File: src/hw/rtl/b64d_pkg.sv
// Package for the base64 stream decoder: job record, sextet mapping, flush helper.
// No dependencies.
package b64d_pkg;

   localparam int unsigned BYTE_W     = 8;
   localparam int unsigned SEXTET_W   = 6;
   localparam int unsigned BUF_W      = 18;
   localparam int unsigned JOB_BYTES  = 3;

   localparam logic [7:0] CHAR_PLUS  = 8'h2B;
   localparam logic [7:0] CHAR_SLASH = 8'h2F;

   // Byte count codes in a job
   localparam logic [1:0] CNT_ONE   = 2'd1;
   localparam logic [1:0] CNT_TWO   = 2'd2;
   localparam logic [1:0] CNT_THREE = 2'd3;

   // Up to three output bytes; bytes[0] goes out first. n is the byte count.
   typedef struct packed {
      logic [JOB_BYTES-1:0][BYTE_W-1:0] bytes;
      logic [1:0]                       n;
   } job_type;

   // Decoder state seen by the top level
   typedef struct packed {
      logic       stopped;
      logic [1:0] count;
   } front_status_type;

   // Returns {invalid, sextet}
   function automatic logic [SEXTET_W:0] sextet_of(input logic [7:0] ch);
      logic [7:0] tmp;
      tmp = 8'd0;
      if (ch inside {[8'h41:8'h5A]}) begin
         tmp = ch - 8'h41;
         return {1'b0, tmp[SEXTET_W-1:0]};
      end else if (ch inside {[8'h61:8'h7A]}) begin
         tmp = ch - 8'd71;
         return {1'b0, tmp[SEXTET_W-1:0]};
      end else if (ch inside {[8'h30:8'h39]}) begin
         tmp = ch + 8'd4;
         return {1'b0, tmp[SEXTET_W-1:0]};
      end else if (ch == CHAR_PLUS) begin
         return {1'b0, 6'd62};
      end else if (ch == CHAR_SLASH) begin
         return {1'b0, 6'd63};
      end
      return {1'b1, 6'd0};
   endfunction

   // Bytes of a partial group: n sextets give n-1 bytes
   function automatic job_type flush_job(input logic [BUF_W-1:0] buf_v,
                                         input logic [1:0]       cnt);
      job_type j;
      j = '0;
      case (cnt)
         CNT_TWO: begin
            j.bytes[0] = buf_v[11:4];
            j.n        = CNT_ONE;
         end
         CNT_THREE: begin
            j.bytes[0] = buf_v[17:10];
            j.bytes[1] = buf_v[9:2];
            j.n        = CNT_TWO;
         end
         default: begin
            j.n = 2'd0;
         end
      endcase
      return j;
   endfunction

endpackage

File: src/hw/rtl/base64_stream_decoder.sv
// Top level of the base64 stream decoder: front end, job queue, back end.
// Depends on b64d_pkg, b64d_front, b64d_queue, b64d_back.
//
// Takes one base64 character per req transfer (tlast marks the last character
// of a string) and returns the decoded bytes on rsp, one byte per transfer,
// with rsp_tlast set on the last byte that a character produced. Four sextets
// give three bytes; '=' or any non-alphabet character flushes the partial
// group (n sextets give n-1 bytes) and the rest of the string is dropped up to
// its tlast, which also flushes a partial group. The front end decides a
// character's bytes in the cycle it is accepted, so req takes one character
// per cycle while the QUEUE_DEPTH-entry job queue has room. The back end sends
// one byte per cycle while rsp_tready is high, so the output sets the sustained
// rate: a character that completes a group gives three bytes on rsp, one that
// flushes three sextets two, others one or none.
// A result waiting on rsp does not block req until the queue is full.
module base64_stream_decoder #(
   parameter int unsigned QUEUE_DEPTH = 2   // job queue entries, 2 or more
) (
   input  logic       clock,
   input  logic       reset,
   // input: one character per transfer
   input  logic       req_tvalid,
   output logic       req_tready,
   input  logic [7:0] req_tdata,    // [7:0] symbol
   input  logic       req_tlast,    // end_of_string
   // output: one decoded byte per transfer
   output logic       rsp_tvalid,
   input  logic       rsp_tready,
   output logic [7:0] rsp_tdata,    // [7:0] data_byte
   output logic       rsp_tlast     // run_last
);
   import b64d_pkg::*;

   localparam int unsigned LVL_W = $clog2(QUEUE_DEPTH+1);

   logic                push_valid, push_ready;
   job_type             push_data;
   logic                pop_valid, pop_ready;
   job_type             pop_data;
   logic [LVL_W-1:0]    q_level;
   front_status_type    status;

   b64d_front u_front (
      .clock      (clock),
      .reset      (reset),
      .req_tvalid (req_tvalid),
      .req_tready (req_tready),
      .req_tdata  (req_tdata),
      .req_tlast  (req_tlast),
      .push_valid (push_valid),
      .push_ready (push_ready),
      .push_data  (push_data),
      .status     (status)
   );

   b64d_queue #(
      .DEPTH (QUEUE_DEPTH)
   ) u_queue (
      .clock      (clock),
      .reset      (reset),
      .push_valid (push_valid),
      .push_ready (push_ready),
      .push_data  (push_data),
      .pop_valid  (pop_valid),
      .pop_ready  (pop_ready),
      .pop_data   (pop_data),
      .level      (q_level)
   );

   b64d_back u_back (
      .clock      (clock),
      .reset      (reset),
      .pop_valid  (pop_valid),
      .pop_ready  (pop_ready),
      .pop_data   (pop_data),
      .rsp_tvalid (rsp_tvalid),
      .rsp_tready (rsp_tready),
      .rsp_tdata  (rsp_tdata),
      .rsp_tlast  (rsp_tlast)
   );

   // A stopped decoder holds no sextets
   a_stopped_empty: assert property (@(posedge clock) disable iff (reset)
      status.stopped |-> (status.count == 2'd0))
      else $error("stopped with sextets buffered");

   // tlast on a stopped string restarts decoding
   a_restart: assert property (@(posedge clock) disable iff (reset)
      (req_tvalid && req_tready && req_tlast && status.stopped)
      |=> (!status.stopped && status.count == 2'd0))
      else $error("decoder did not restart at end of string");

   // Queue level stays within its depth
   a_queue_bound: assert property (@(posedge clock) disable iff (reset)
      q_level <= LVL_W'(QUEUE_DEPTH))
      else $error("job queue overflow");

   // Input is taken only while the queue has room
   a_ready_room: assert property (@(posedge clock) disable iff (reset)
      req_tready |-> (q_level != LVL_W'(QUEUE_DEPTH)))
      else $error("input ready with queue full");

endmodule

File: src/hw/rtl/b64d_front.sv
// Front end: accepts characters, maps them to sextets and builds byte jobs.
// Depends on b64d_pkg.
module b64d_front (
   input  logic                      clock,
   input  logic                      reset,
   input  logic                      req_tvalid,
   output logic                      req_tready,
   input  logic [7:0]                req_tdata,
   input  logic                      req_tlast,
   output logic                      push_valid,
   input  logic                      push_ready,
   output b64d_pkg::job_type         push_data,
   output b64d_pkg::front_status_type status
);
   import b64d_pkg::*;

   logic [BUF_W-1:0]    buf_ff, buf_in;
   logic [1:0]          count_ff, count_in;
   logic                stopped_ff, stopped_in;
   logic [SEXTET_W:0]   sx;
   logic [BUF_W-1:0]    grown_buf;
   logic [1:0]          grown_count;
   logic                accept;
   job_type             job;

   assign req_tready = push_ready;
   assign accept     = req_tvalid && req_tready;
   assign sx         = sextet_of(req_tdata);
   assign grown_buf  = {buf_ff[BUF_W-SEXTET_W-1:0], sx[SEXTET_W-1:0]};
   assign grown_count = count_ff + 2'd1;

   always_comb begin
      buf_in     = buf_ff;
      count_in   = count_ff;
      stopped_in = stopped_ff;
      job        = '0;
      if (accept) begin
         if (stopped_ff) begin
            // ignore until end of string
            if (req_tlast) begin
               stopped_in = 1'b0;
               buf_in     = '0;
               count_in   = '0;
            end
         end else if (!sx[SEXTET_W]) begin
            if (count_ff == CNT_THREE) begin
               job.bytes[0] = buf_ff[17:10];
               job.bytes[1] = {buf_ff[9:2]};
               job.bytes[2] = {buf_ff[1:0], sx[SEXTET_W-1:0]};
               job.n        = CNT_THREE;
               buf_in       = '0;
               count_in     = '0;
            end else if (req_tlast) begin
               job      = flush_job(grown_buf, grown_count);
               buf_in   = '0;
               count_in = '0;
            end else begin
               buf_in   = grown_buf;
               count_in = grown_count;
            end
         end else begin
            // pad or bad character: flush, and stop unless it ends the string
            job        = flush_job(buf_ff, count_ff);
            buf_in     = '0;
            count_in   = '0;
            stopped_in = !req_tlast;
         end
      end
   end

   assign push_valid = accept && (job.n != 2'd0);
   assign push_data  = job;
   assign status     = '{stopped: stopped_ff, count: count_ff};

   always_ff @(posedge clock) begin
      if (reset) begin
         buf_ff     <= '0;
         count_ff   <= '0;
         stopped_ff <= 1'b0;
      end else begin
         buf_ff     <= buf_in;
         count_ff   <= count_in;
         stopped_ff <= stopped_in;
      end
   end

endmodule

File: src/hw/rtl/b64d_queue.sv
// Short job queue between front and back end.
// Depends on b64d_pkg.
module b64d_queue #(
   parameter int unsigned DEPTH = 2
) (
   input  logic                         clock,
   input  logic                         reset,
   input  logic                         push_valid,
   output logic                         push_ready,
   input  b64d_pkg::job_type            push_data,
   output logic                         pop_valid,
   input  logic                         pop_ready,
   output b64d_pkg::job_type            pop_data,
   output logic [$clog2(DEPTH+1)-1:0]   level
);
   import b64d_pkg::*;

   localparam int unsigned PTR_W = $clog2(DEPTH);
   localparam int unsigned LVL_W = $clog2(DEPTH+1);
   localparam logic [PTR_W-1:0] LAST_PTR = PTR_W'(DEPTH - 1);
   localparam logic [LVL_W-1:0] FULL_LVL = LVL_W'(DEPTH);

   job_type          mem_ff [DEPTH];
   logic [PTR_W-1:0] wr_ptr_ff, wr_ptr_in;
   logic [PTR_W-1:0] rd_ptr_ff, rd_ptr_in;
   logic [LVL_W-1:0] level_ff, level_in;
   logic             do_push, do_pop;

   assign push_ready = (level_ff != FULL_LVL);
   assign pop_valid  = (level_ff != '0);
   assign do_push    = push_valid && push_ready;
   assign do_pop     = pop_valid && pop_ready;
   assign pop_data   = mem_ff[rd_ptr_ff];
   assign level      = level_ff;

   always_comb begin
      wr_ptr_in = wr_ptr_ff;
      rd_ptr_in = rd_ptr_ff;
      level_in  = level_ff;
      if (do_push) begin
         wr_ptr_in = (wr_ptr_ff == LAST_PTR) ? '0 : wr_ptr_ff + PTR_W'(1);
      end
      if (do_pop) begin
         rd_ptr_in = (rd_ptr_ff == LAST_PTR) ? '0 : rd_ptr_ff + PTR_W'(1);
      end
      if (do_push && !do_pop) begin
         level_in = level_ff + LVL_W'(1);
      end else if (do_pop && !do_push) begin
         level_in = level_ff - LVL_W'(1);
      end
   end

   always_ff @(posedge clock) begin
      if (do_push) begin
         mem_ff[wr_ptr_ff] <= push_data;
      end
   end

   always_ff @(posedge clock) begin
      if (reset) begin
         wr_ptr_ff <= '0;
         rd_ptr_ff <= '0;
         level_ff  <= '0;
      end else begin
         wr_ptr_ff <= wr_ptr_in;
         rd_ptr_ff <= rd_ptr_in;
         level_ff  <= level_in;
      end
   end

endmodule

File: src/hw/rtl/b64d_back.sv
// Back end: sends the bytes of each job one per transfer, tlast on the final one.
// Depends on b64d_pkg.
module b64d_back (
   input  logic              clock,
   input  logic              reset,
   input  logic              pop_valid,
   output logic              pop_ready,
   input  b64d_pkg::job_type pop_data,
   output logic              rsp_tvalid,
   input  logic              rsp_tready,
   output logic [7:0]        rsp_tdata,
   output logic              rsp_tlast
);
   import b64d_pkg::*;

   job_type    job_ff;
   logic [1:0] idx_ff, idx_in;
   logic       busy_ff, busy_in;
   logic       last_byte, xfer, take;

   assign last_byte  = (idx_ff == (job_ff.n - 2'd1));
   assign rsp_tvalid = busy_ff;
   assign rsp_tdata  = job_ff.bytes[idx_ff];
   assign rsp_tlast  = last_byte;
   assign xfer       = busy_ff && rsp_tready;
   assign pop_ready  = !busy_ff || (rsp_tready && last_byte);
   assign take       = pop_valid && pop_ready;

   always_comb begin
      idx_in  = idx_ff;
      busy_in = busy_ff;
      if (take) begin
         idx_in  = '0;
         busy_in = 1'b1;
      end else if (xfer && last_byte) begin
         busy_in = 1'b0;
      end else if (xfer) begin
         idx_in = idx_ff + 2'd1;
      end
   end

   always_ff @(posedge clock) begin
      if (take) begin
         job_ff <= pop_data;
      end
   end

   always_ff @(posedge clock) begin
      if (reset) begin
         idx_ff  <= '0;
         busy_ff <= 1'b0;
      end else begin
         idx_ff  <= idx_in;
         busy_ff <= busy_in;
      end
   end

endmodule
File: config.mk
export PLATFORM = sky130hd
export DESIGN_NAME = base64_stream_decoder
export DESIGN_NICKNAME = d
export VERILOG_FILES = /design/src/hw/rtl/b64d_pkg.sv /design/src/hw/rtl/base64_stream_decoder.sv /design/src/hw/rtl/b64d_front.sv /design/src/hw/rtl/b64d_queue.sv /design/src/hw/rtl/b64d_back.sv
export SDC_FILE = /design/constraint.sdc
export NUM_CORES = 1
export LEC_CHECK = 0
export BUFFER_PORTS_ARGS = -buffer_cell sky130_fd_sc_hd__clkbuf_2
export CORE_ASPECT_RATIO = 0.7
export CORE_MARGIN = 2
export CORE_UTILIZATION = 30
export DETAILED_ROUTE_END_ITERATION = 16
export GPL_TIMING_DRIVEN = 0
export PLACE_DENSITY = 0.57
export SLEW_MARGIN = 10
export SYNTH_ARGS = -nofsm -noshare
export SYNTH_HDL_FRONTEND = slang
export SYNTH_SLANG_ARGS = --single-unit
File: constraint.sdc
create_clock -name clock -period 3.05 [get_ports clock]
set_input_delay 0.1525 -clock clock [delete_from_list [all_inputs] [get_ports clock]]
set_output_delay 0.1525 -clock clock [all_outputs]
set_load 0.01 [all_outputs]
**Yosys cells after proc, flatten, opt, wreduce, memory -nomap -nowiden**

Memory sizes are Yosys's and may differ from the RTL's. A register that Yosys moved wholly into a read port is not among the register bits.
Index checks and enable logic that the tools add are counted.

- Bits in registers: 28
- RAM bits: 52
- Input bits: 13
- Output and inout port bits: 11
- Word-level logic and storage cells: 105
- Memories: 1

- Add/subtract/negate cells: 10
- Magnitude comparators: 7
- Equality and inequality tests: 9
- Mux-type cells: 45
- Bitwise logic cells: 1
- Reduce and logical (&&, ||, !) cells: 24

Memory list:

| name | depth | width | read ports | clocked after memory_dff | wr ports | line | text |
|---|---|---|---|---|---|---|---|
| u_queue.mem_ff | 2 | 26 | 1 | 1 | 1 | b64d_queue.sv:23 | `job_type mem_ff [DEPTH];` |

Operators with widths:

| operator | number |
|---|---|
| two-way mux 18 bit | 6 |
| two-way mux 26 bit | 4 |
| two-way mux 7 bit | 6 |
| one-hot mux 8 bit (2 select lines) | 2 |
| two-way mux 8 bit | 3 |
| binary-select mux 8 bit (select 2 bit) | 1 |
| equality test 8 x 6 -> 1 bit (second input constant) | 2 |
| greater-or-equal comparator 8 x 7 -> 1 bit (second input constant) | 2 |
| <= comparator 8 x 7 -> 1 bit (second input constant) | 2 |
| two-way mux 1 bit | 14 |
| two-way mux 2 bit | 7 |
| logical AND 1 bit | 12 |
| equality test 2 bit (second input constant) | 4 |
| greater-or-equal comparator 8 x 6 -> 1 bit (second input constant) | 1 |
| <= comparator 8 x 6 -> 1 bit (second input constant) | 1 |
| one-hot mux 2 bit (2 select lines) | 2 |
| nonzero test 2 bit | 4 |
| adder 2 x 1 -> 2 bit (second input constant) | 3 |
| adder 6 x 3 -> 6 bit (second input constant) | 1 |
| subtractor 6 x 1 -> 6 bit (second input constant) | 1 |
| subtractor 6 x 3 -> 6 bit (second input constant) | 1 |
| zero test 1 bit | 4 |
| != test 2 bit (second input constant) | 2 |
| AND reduction 2 bit | 2 |
| 7 further kinds | 9 |

**Longest topological paths before layout**

Gate-level depths: netlist of run 1.

- Depth in word-level cells: 20
- Mapped depth: 11
- Gate-level depth less buffers: 11

**Modules after synthesis**

A second synthesis of run 1 with hierarchy kept.

- Cell total of the unflattened synthesis: 442
- Area, all modules: 5,192.5 µm²

Modules (own cells, without submodules):

| module | times used | cells each | area each (µm²) | seq. area each (µm²) |
|---|---|---|---|---|
| b64d_queue | 1 | 105 | 2,097.0 | 1,661.6 |
| b64d_front | 1 | 258 | 1,916.8 | 420.4 |
| b64d_back | 1 | 79 | 1,178.6 | 840.8 |

**Worst setup path before layout of run 1**

Ideal clock, no wire load.

- Path kind: reg2reg
- Start: register u_back.job_ff[1] (netlist name)
- End: register u_queue.level_ff[1], in the netlist u_queue.level[1]
- Setup time: 71 ps
- Arrival: 3,500 ps
- Required time: 2,979 ps
- Slack: -520 ps
- Stages on the path, launching flop included: 9
- Buffers on the path: 0
- Period minus slack after synthesis: 3,570 ps
- Path through: edfxtp_1 > xnor2_1 > mux2i_1 > nand2_1 > a21oi_1 > inv_1 > ha_1 > or3_1 > a21oi_1

- Word-level cells in the longest chain between the ends: 8
- Elaborated cells between the ends (all ways): 10
- Classes of those cells: add/sub (1); eq/ne (1); mux (1); reduce/logical (7)

RTL lines:

| what | line | text |
|---|---|---|
| subtractor 2 x 1 -> 2 bit * | b64d_back.sv:21 | `assign last_byte = (idx_ff == (job_ff.n - 2'd1));` |
| equality test 2 bit * | b64d_back.sv:21 |  |
| via rsp_tlast | base64_stream_decoder.sv:30 | `output logic rsp_tlast` |
| logical AND 1 bit * | b64d_back.sv:26 | `assign pop_ready = !busy_ff \|\| (rsp_tready && last_byte);` |
| logical OR 1 bit * | b64d_back.sv:26 |  |
| logical AND 1 bit * | b64d_queue.sv:32 | `assign do_pop = pop_valid && pop_ready;` |
| zero test 1 bit | b64d_queue.sv:46 | `if (do_push && !do_pop) begin` |
| logical AND 1 bit | b64d_queue.sv:46 |  |
| two-way mux 2 bit or nonzero test 2 bit (tied branches) | n/a |  |
| end signal: assignment | b64d_queue.sv:67 | `level_ff <= level_in;` |
| end: declaration | b64d_queue.sv:26 | `logic [LVL_W-1:0] level_ff, level_in;` |

The timed path passes the listed nets; every way through them passes the cells marked *.
A chain may end at the register's enable or synchronous reset.

**Final worst setup path of run 1**

- Start: input port req_tdata[2]
- End: memory u_queue.mem_ff[0][18] (netlist bit) (enable)

- Word-level cells in the longest chain between the ends: 15
- Elaborated cells between the ends (all ways): 29
- Classes of those cells: order compare (6); eq/ne (2); mux (15); reduce/logical (6)

RTL lines:

| what | line | text |
|---|---|---|
| start: declaration | base64_stream_decoder.sv:24 | `input logic [7:0] req_tdata,` |
| branches (longest 6 deep; another with greater-or-equal comparator 8 x 6 -> 1 bit) | n/a |  |
| two-way mux 7 bit * | b64d_pkg.sv:48 | `return {1'b1, 6'd0};` |
| two-way mux 26 bit * | b64d_front.sv:45 | `end else if (!sx[SEXTET_W]) begin` |
| two-way mux 26 bit * | b64d_front.sv:38 | `if (stopped_ff) begin` |
| two-way mux 26 bit * | b64d_front.sv:37 | `if (accept) begin` |
| nonzero test 2 bit * | b64d_front.sv:71 | `assign push_valid = accept && (job.n != 2'd0);` |
| logical AND 1 bit * | b64d_front.sv:71 |  |
| logical AND 1 bit * | b64d_queue.sv:31 | `assign do_push = push_valid && push_ready;` |
| via u_queue.do_push | b64d_queue.sv:27 | `logic do_push, do_pop;` |
| two-way mux 1 bit * | b64d_queue.sv:54 | `if (do_push) begin` |
| two-way mux 1 bit (not written as such) * | b64d_queue.sv:55 | `mem_ff[wr_ptr_ff] <= push_data;` |
| end: declaration | b64d_queue.sv:23 |  |

Mark *: on every way through the listed nets, which the timed path passes.

==> flow_summary.ini, run 1 <==
[layout]
area_growth_pct = 14.8
n_antenna_cell = 0
final_nets = 461
fin_cells = 662
drive_above_1_share_pct = 20.6

[sta]
tightestPinTransition_ps = 854
rsz0062_at_grt = false
hold_violations = 0
max_freq_mhz = 380
setup_viol = 0
fin_skew_ps = 6.79
period_share_pct = 86.4
period_needed_ps = 2630
finalMaxSlewViolations = 0
slew-limit-headroom_pct = 42.9
tns_ps = 0

[detailed_routing]
dr.pass1.iters = 5
drtAntennaViolNets = 0
drt_iter0_markers = 260
route.detailed.drc = 0
num_vias = 3236
avgRoutedWirePerCell_um = 16.8
vias_per_cell = 4.89
routed_wirelength_um = 11100

[worst_setup_path]
cp_max_fo = 26
critPathArrivalTime_ps = 2610
setup.worst_path.end_class = register
reg2reg_slack_ps = 530
crit_type = input pin to register
cp.required_ps = 3020
rr_startpoint = u_front.count_ff[0]$_SDFFE_PP0P_
cp-start-kind = input pin
r2r_end = u_queue.mem_ff[0][18]$_DFFE_PP_
r2r_cells = 5

[global_route]
grt_overflow = 0
grt_pass1_vias = 3075
grt_max_degree = 27
grt_usage_pct = 12.8
grt_first_pass_wirelength_um = 17200
grt_antenna_before_repair = 0

[power]
p_per_area_nw_per_um2 = 688
power_mw = 3.94
power_leakage_nw = 1.89
ir_drop_v = 0.000303

[clock_tree]
cts_resized = 0
clk_pin_slew_ps = 70
hold_buffers = 0
tritoncts = built
clkSinkCount = 106
cts-root-buf = clkbuf_16
htree_levels = 3
clk_latency_ps = 350
post_cts_buffers = 0
cts_buffers = 9
clk_path_buf_depth = 2

[worst_hold_path]
holdPathEnd = u_front.buf_ff[3]$_SDFFE_PP0P_
hold_path.class = input pin to register
hp-start = reset
hold_depth = 2

[die]
core_um2 = 16300
ios = 24
initial_utilization_pct = 30.6
die-area_um2 = 17700
die_y_um = 112
rows = 39
die_w_um = 158

[place]
dp_hpwl_um = 7780
globalplace.congestion = 0.870
dp.cells = 646
io_buffers = 22

[synth]
postSynthCellCount = 398
async_reset_ff_share_pct = 0
synth_fp_nets = 427
yosys_warnings = 0
synth_ff_type = edfxtp_1
seq_area_frac_synth_pct = 58.2
synth.avg_cell_area_um2 = 12.5
yosys.cell_types.count = 63
synth_seq_cells = 106
synth_edf_count = 78
syn_area_um2 = 4990

[run]
cap_violations = 0

[outcome]
status = finished, final reports clean
## cells in the mapped netlist (all sizes together), types with 6 or more instances
cell type | instances | area, um2
nand2b | 7 | 43.8
o21ai | 20 | 104
mux2 | 27 | 308
mux2i | 11 | 110
nor2 | 40 | 153
buf | 6 | 32.5
nand2 | 26 | 105
a21oi | 14 | 81.3
dfxtp | 28 | 561
edfxtp | 78 | 2340
a22oi | 22 | 170
and3 | 6 | 37.5
xnor2 | 7 | 61.3
a221o | 8 | 81.3
clkbuf | 12 | 45.0
inv | 11 | 41.3
ha | 16 | 200
## per-layer routing
layer  vias to the layer above  track usage, %  part of all wire (%)
met3                        14            3.70                   6.5
met1                      1554            19.6                    51
li1                       1561               -                     -
met5                         -               0                     0
met2                       107            17.7                    42
met4                         0            3.12                   1.1
## critical path, cell delays in order
cell	delay [ps]
clkbuf_2	170
inv_2	100
ha_1	270
a21oi_1	210
a41oi_2	80
a221o_2	530
nand2_4	150
o311a_4	210
nor2b_4	710
## state kept, by name, indices dropped and copies added (netlist names)
name                count
u_queue.rd_ptr_ff       1
u_front.buf_ff         18
u_back.job_ff          26
u_back.rsp_tvalid       1
u_front.count_ff        2
u_back.idx_ff           2
u_queue.level           2
u_queue.mem_ff         52
u_queue.wr_ptr_ff       1
u_front.stopped_ff      1
## worst max path at each step
stage,start,cells after the start,slack [ps],end
floorplan,u_back.job_ff[1]$_DFFE_PP_,8,130,u_queue.level[1]$_SDFFE_PP0P_
global placement,req_tdata[2],9,-430,u_queue.mem_ff[0][9]$_DFFE_PP_
detailed placement,req_tdata[2],9,40,u_queue.mem_ff[0][7]$_DFFE_PP_
CTS,req_tdata[2],9,390,u_queue.mem_ff[0][20]$_DFFE_PP_
global route,req_tdata[2],9,260,u_queue.mem_ff[0][22]$_DFFE_PP_
finish,req_tdata[2],9,420,u_queue.mem_ff[0][18]$_DFFE_PP_
## metrics by stage
step	hold slack, ps	utilization, %	instance area [um2]	setup slack [ps]
final	71.3	35.1	5720	415
after global routing	79.4	35.1	5720	255
after CTS	69.6	35.1	5720	388
after detailed placement	433	33.2	5420	35.5
after global placement	423	33.0	5390	-425
after floorplan	249	-	4990	129
## kinds of logic (layout without fill, tap and decap cells)
group	Yosys count	count (layout)	share of synthesized area, %
and+or+nand+nor	109	109	11.1
DFF	106	106	58.2
AOI/OAI and AO/OA	89	89	14.0
muxes	38	38	8.38
buffers and inverters	29	68	2.38
adders and majority gates	16	16	4.01
xor gates and xnor gates	11	11	1.93
## placed cells by master (no fill, tap or decap), types with 2 or more instances in the layout
cell,count
or3_1,2
inv_1,10
dfxtp_1,28
mux2_2,26
o2111ai_1,2
nor2_1,39
nand3_1,3
clkbuf_1,13
nor3_1,5
buf_2,2
a22o_1,5
buf_1,2
nand2_1,25
a211oi_1,3
nand2b_1,7
a21oi_4,2
a22oi_1,21
and3_1,6
clkbuf_2,22
nand3b_1,2
edfxtp_1,78
and2_1,2
nor2b_1,4
buf_4,2
o21ai_1,3
a221o_1,7
a21oi_1,12
ha_1,16
clkbuf_16,9
clkinvlp_4,3
xor2_1,4
o21ai_0,16
mux2i_1,11
xnor2_1,7
## power breakdown
part           leakage (nW)  internal, mW  switching (mW)  total, mW
sequential            0.919          1.79          0.0667       1.85
combinational         0.837         0.366           0.546      0.911
clock                 0.138         0.662           0.512       1.17
## layout make-up
cell class,count,area [um2]
clock inverters,5,61.3
fillers,1620,10600
clock buffers,11,243
inverters,11,41.3
multi-input cells,263,1990
well taps,225,282
plain buffers,18,77.6
flip-flops and latches,106,2900
repair buffers,23,130
(Power assumes the default switching activity.)
==> run 2, diff against run 1 <==
--- a/config.mk
+++ b/config.mk
@@ -6,4 +6,5 @@
 export NUM_CORES = 1
 export LEC_CHECK = 0
+export ABC_AREA = 1
 export BUFFER_PORTS_ARGS = -buffer_cell sky130_fd_sc_hd__clkbuf_2
 export CORE_ASPECT_RATIO = 0.7
==> constraint.sdc (replaced) <==
create_clock -name clock -period 3.05 [get_ports clock]
set_input_delay 0.1525 -clock clock [delete_from_list [all_inputs] [get_ports clock]]
set_output_delay 0.1525 -clock clock [all_outputs]
set_load 0.005 [all_outputs]
==> run 2 against run 1 <==
  * Global-route usage grew 0.81 points
  * Synthesized cell count increased by 47%
  * Count of clock-buffer cells in the layout decreased by 1
  * Flip-flop and latch count unchanged
  * Highest routed layer unchanged
  * Maximum frequency increased by 4.1%
  * Final cell count is 29% higher
  * Final area increased by 5.4%
  * Power up 6.0%
==> flow_summary.ini, run 2 <==
[layout]
largest_reg_flops = 52
utilization_pct = 35.0
final_nets = 650
area_growth_pct = 14.1
fin_cells = 857
fin_area_um2 = 6030
n_antenna_cell = 0
final_cell_mix = 186 x nand2_1, 78 x edfxtp_1, 53 x nor2_1, 40 x inv_1, 39 x a21oi_1
reg_top3 = u_queue.mem_ff: 52 flops, u_back.job_ff: 26 flops, u_front.buf_ff: 18 flops
final_common_cell = nand2_1
largest_register = u_queue.mem_ff
drive_above_1_share_pct = 13.1

[sta]
period_needed_ps = 2530
fin_skew_ps = 8.98
tightestPinTransition_ps = 921
rsz0062_at_grt = false
finalMaxSlewViolations = 0
slew-limit-headroom_pct = 38.5
holdWs_ps = 213
layout_setup_ws_ps = 518
setup_viol = 0
hold_violations = 0
tns_ps = 0
period_share_pct = 83.0
max_freq_mhz = 395

[detailed_routing]
route.detailed.drc = 0
drtAntennaViolNets = 0
num_vias = 3916
dr.pass1.iters = 4
avgRoutedWirePerCell_um = 14.1
vias_per_cell = 4.57
drt_iter0_markers = 335
routed_wirelength_um = 12100

[place]
globalplace.congestion = 0.891
dp.cells = 841
pre_cts_ws_ps = 259
placed_area_um2 = 5740
io_buffers = 21
dp_hpwl_um = 8950

[synth]
yosys.cell_types.count = 38
synth.most_common_cell = nand2_1
synth_seq_cells = 106
seq_area_frac_synth_pct = 54.9
synth_ff_type = edfxtp_1
yosys_warnings = 0
synth_top_area_cell = edfxtp_1
postSynthCellCount = 587
synth_fp_nets = 616
synth_edf_count = 78
synth_top_cells_by_count = 186 x nand2_1, 78 x edfxtp_1, 53 x nor2_1, 40 x a21oi_1, 40 x inv_1
synth_area_leaders = edfxtp_1 44%, nand2_1 13%, dfxtp_1 11%
syn_area_um2 = 5280
synth_top_area_share_pct = 44.3
synth.avg_cell_area_um2 = 9.00
async_reset_ff_share_pct = 0

[clock_tree]
clk_path_buf_depth = 2
cts_resized = 0
clk_latency_ps = 350
hold_buffers = 0
tritoncts = built
post_cts_buffers = 0
clkSinkCount = 106
htree_levels = 3
clk_pin_slew_ps = 80
cts-root-buf = clkbuf_16
cts_buffers = 9

[worst_setup_path]
cp.required_ps = 3280
slowest_stage = dfxtp_1
cp_max_fo = 7
rr_startpoint = u_front.count_ff[0]$_SDFFE_PP0P_
cp-start-kind = register
critPathArrivalTime_ps = 2760
slowest_delay_ps = 420
worstSetupStartpoint = u_front.count_ff[0]$_SDFFE_PP0P_
crit_type = register to register
setup.worst_path.end_class = register
crit_chain = inv_1 -> ha_1 -> inv_1 -> nand4_1 -> nand3_1 -> nand2_1 -> ha_1 -> a21oi_1 -> o21ai_0 -> o21ai_0 -> a21oi_1

[worst_hold_path]
hold_path.class = input pin to register
hp-start = rsp_tready

[global_route]
grt_pass1_vias = 3536
grt_antenna_before_repair = 0
grt_first_pass_wirelength_um = 19300
grt_usage_pct = 13.6
grt_max_degree = 27
grt_overflow = 0

[power]
power_leakage_nw = 2.29
ir_drop_v = 0.000305
power_mw = 4.17
p_per_area_nw_per_um2 = 692
p_int_mw = 2.81
p_seq_share_pct = 48.2
power_frac_clock_pct = 26.6
swShare_pct = 32.6
p_switching_mw = 1.36
p_comb_share_pct = 25.2

[outcome]
status = finished, final reports clean

[die]
ios = 24
initial_utilization_pct = 30.7
core_um2 = 17200
rows = 40
die_y_um = 115
die-area_um2 = 18700
die_w_um = 163

[run]
cap_violations = 0
==> run 2: final cells by class <==
type                       instances  area, um2
buffer                            23        118
multi-input combinational        408       2090
inverter                          50        195
timing repair buffer              23        153
fill                            1800      11200
sequential                       106       2900
clock inverter                     6       57.6
clock buffer                      10        229
tap                              231        289
==> run 2: worst max-delay path: cells and delay by family, from the launching register on <==
kind / cells / cell delay, ps
AND/OR/NAND/NOR: 3 / 620
adder cells (fa/ha/maj): 2 / 600
AO/OA/AOI/OAI: 4 / 450
flip-flops: 1 / 420
buffers and inverters: 2 / 340
==> run 2: metal layers <==
| metal | vias to the layer above | track usage (%) | wire [um] |
|---|---|---|---|
| met2 | 69 | 18.2 | 4670 |
| met3 | 6 | 3.28 | 502 |
| met1 | 1806 | 21.7 | 6790 |
| li1 | 2035 | - | - |
| met5 | - | 0 | 0 |
| met4 | 0 | 3.36 | 87 |
==> run 2: final timing paths <==
path	end	slack [ps]	depth (start not counted)
min	u_back.idx_ff[0]$_SDFFE_PP0P_	210	4
min reg2reg	u_front.buf_ff[12]$_SDFFE_PP0P_	480	2
max	u_queue.level[1]$_SDFFE_PP0P_	520	11
max reg2reg	u_queue.level[1]$_SDFFE_PP0P_	520	11
==> run 2: cells by family after synthesis <==
logic type / share of synthesized area [%]
buffers and inverters: 5.92
AO/OA/AOI/OAI: 9.24
AND/OR/NAND/NOR: 25.1
flip-flops: 54.9
XOR/XNOR: 0.995
adder cells (fa/ha/maj): 3.79
==> run 2: power by group through the flow <==
| stage | combinational (mW) | clock, mW | sequential, mW |
|---|---|---|---|
| finish | 1.05 | 1.11 | 2.01 |
| global route | 1.20 | 1.21 | 2.04 |
| CTS | 1.07 | 1.13 | 2.02 |
| detailed placement | 1.07 | 0 | 2.05 |
| global placement | 1.03 | 0 | 2.05 |
| floorplan | 0.682 | 0 | 2.02 |
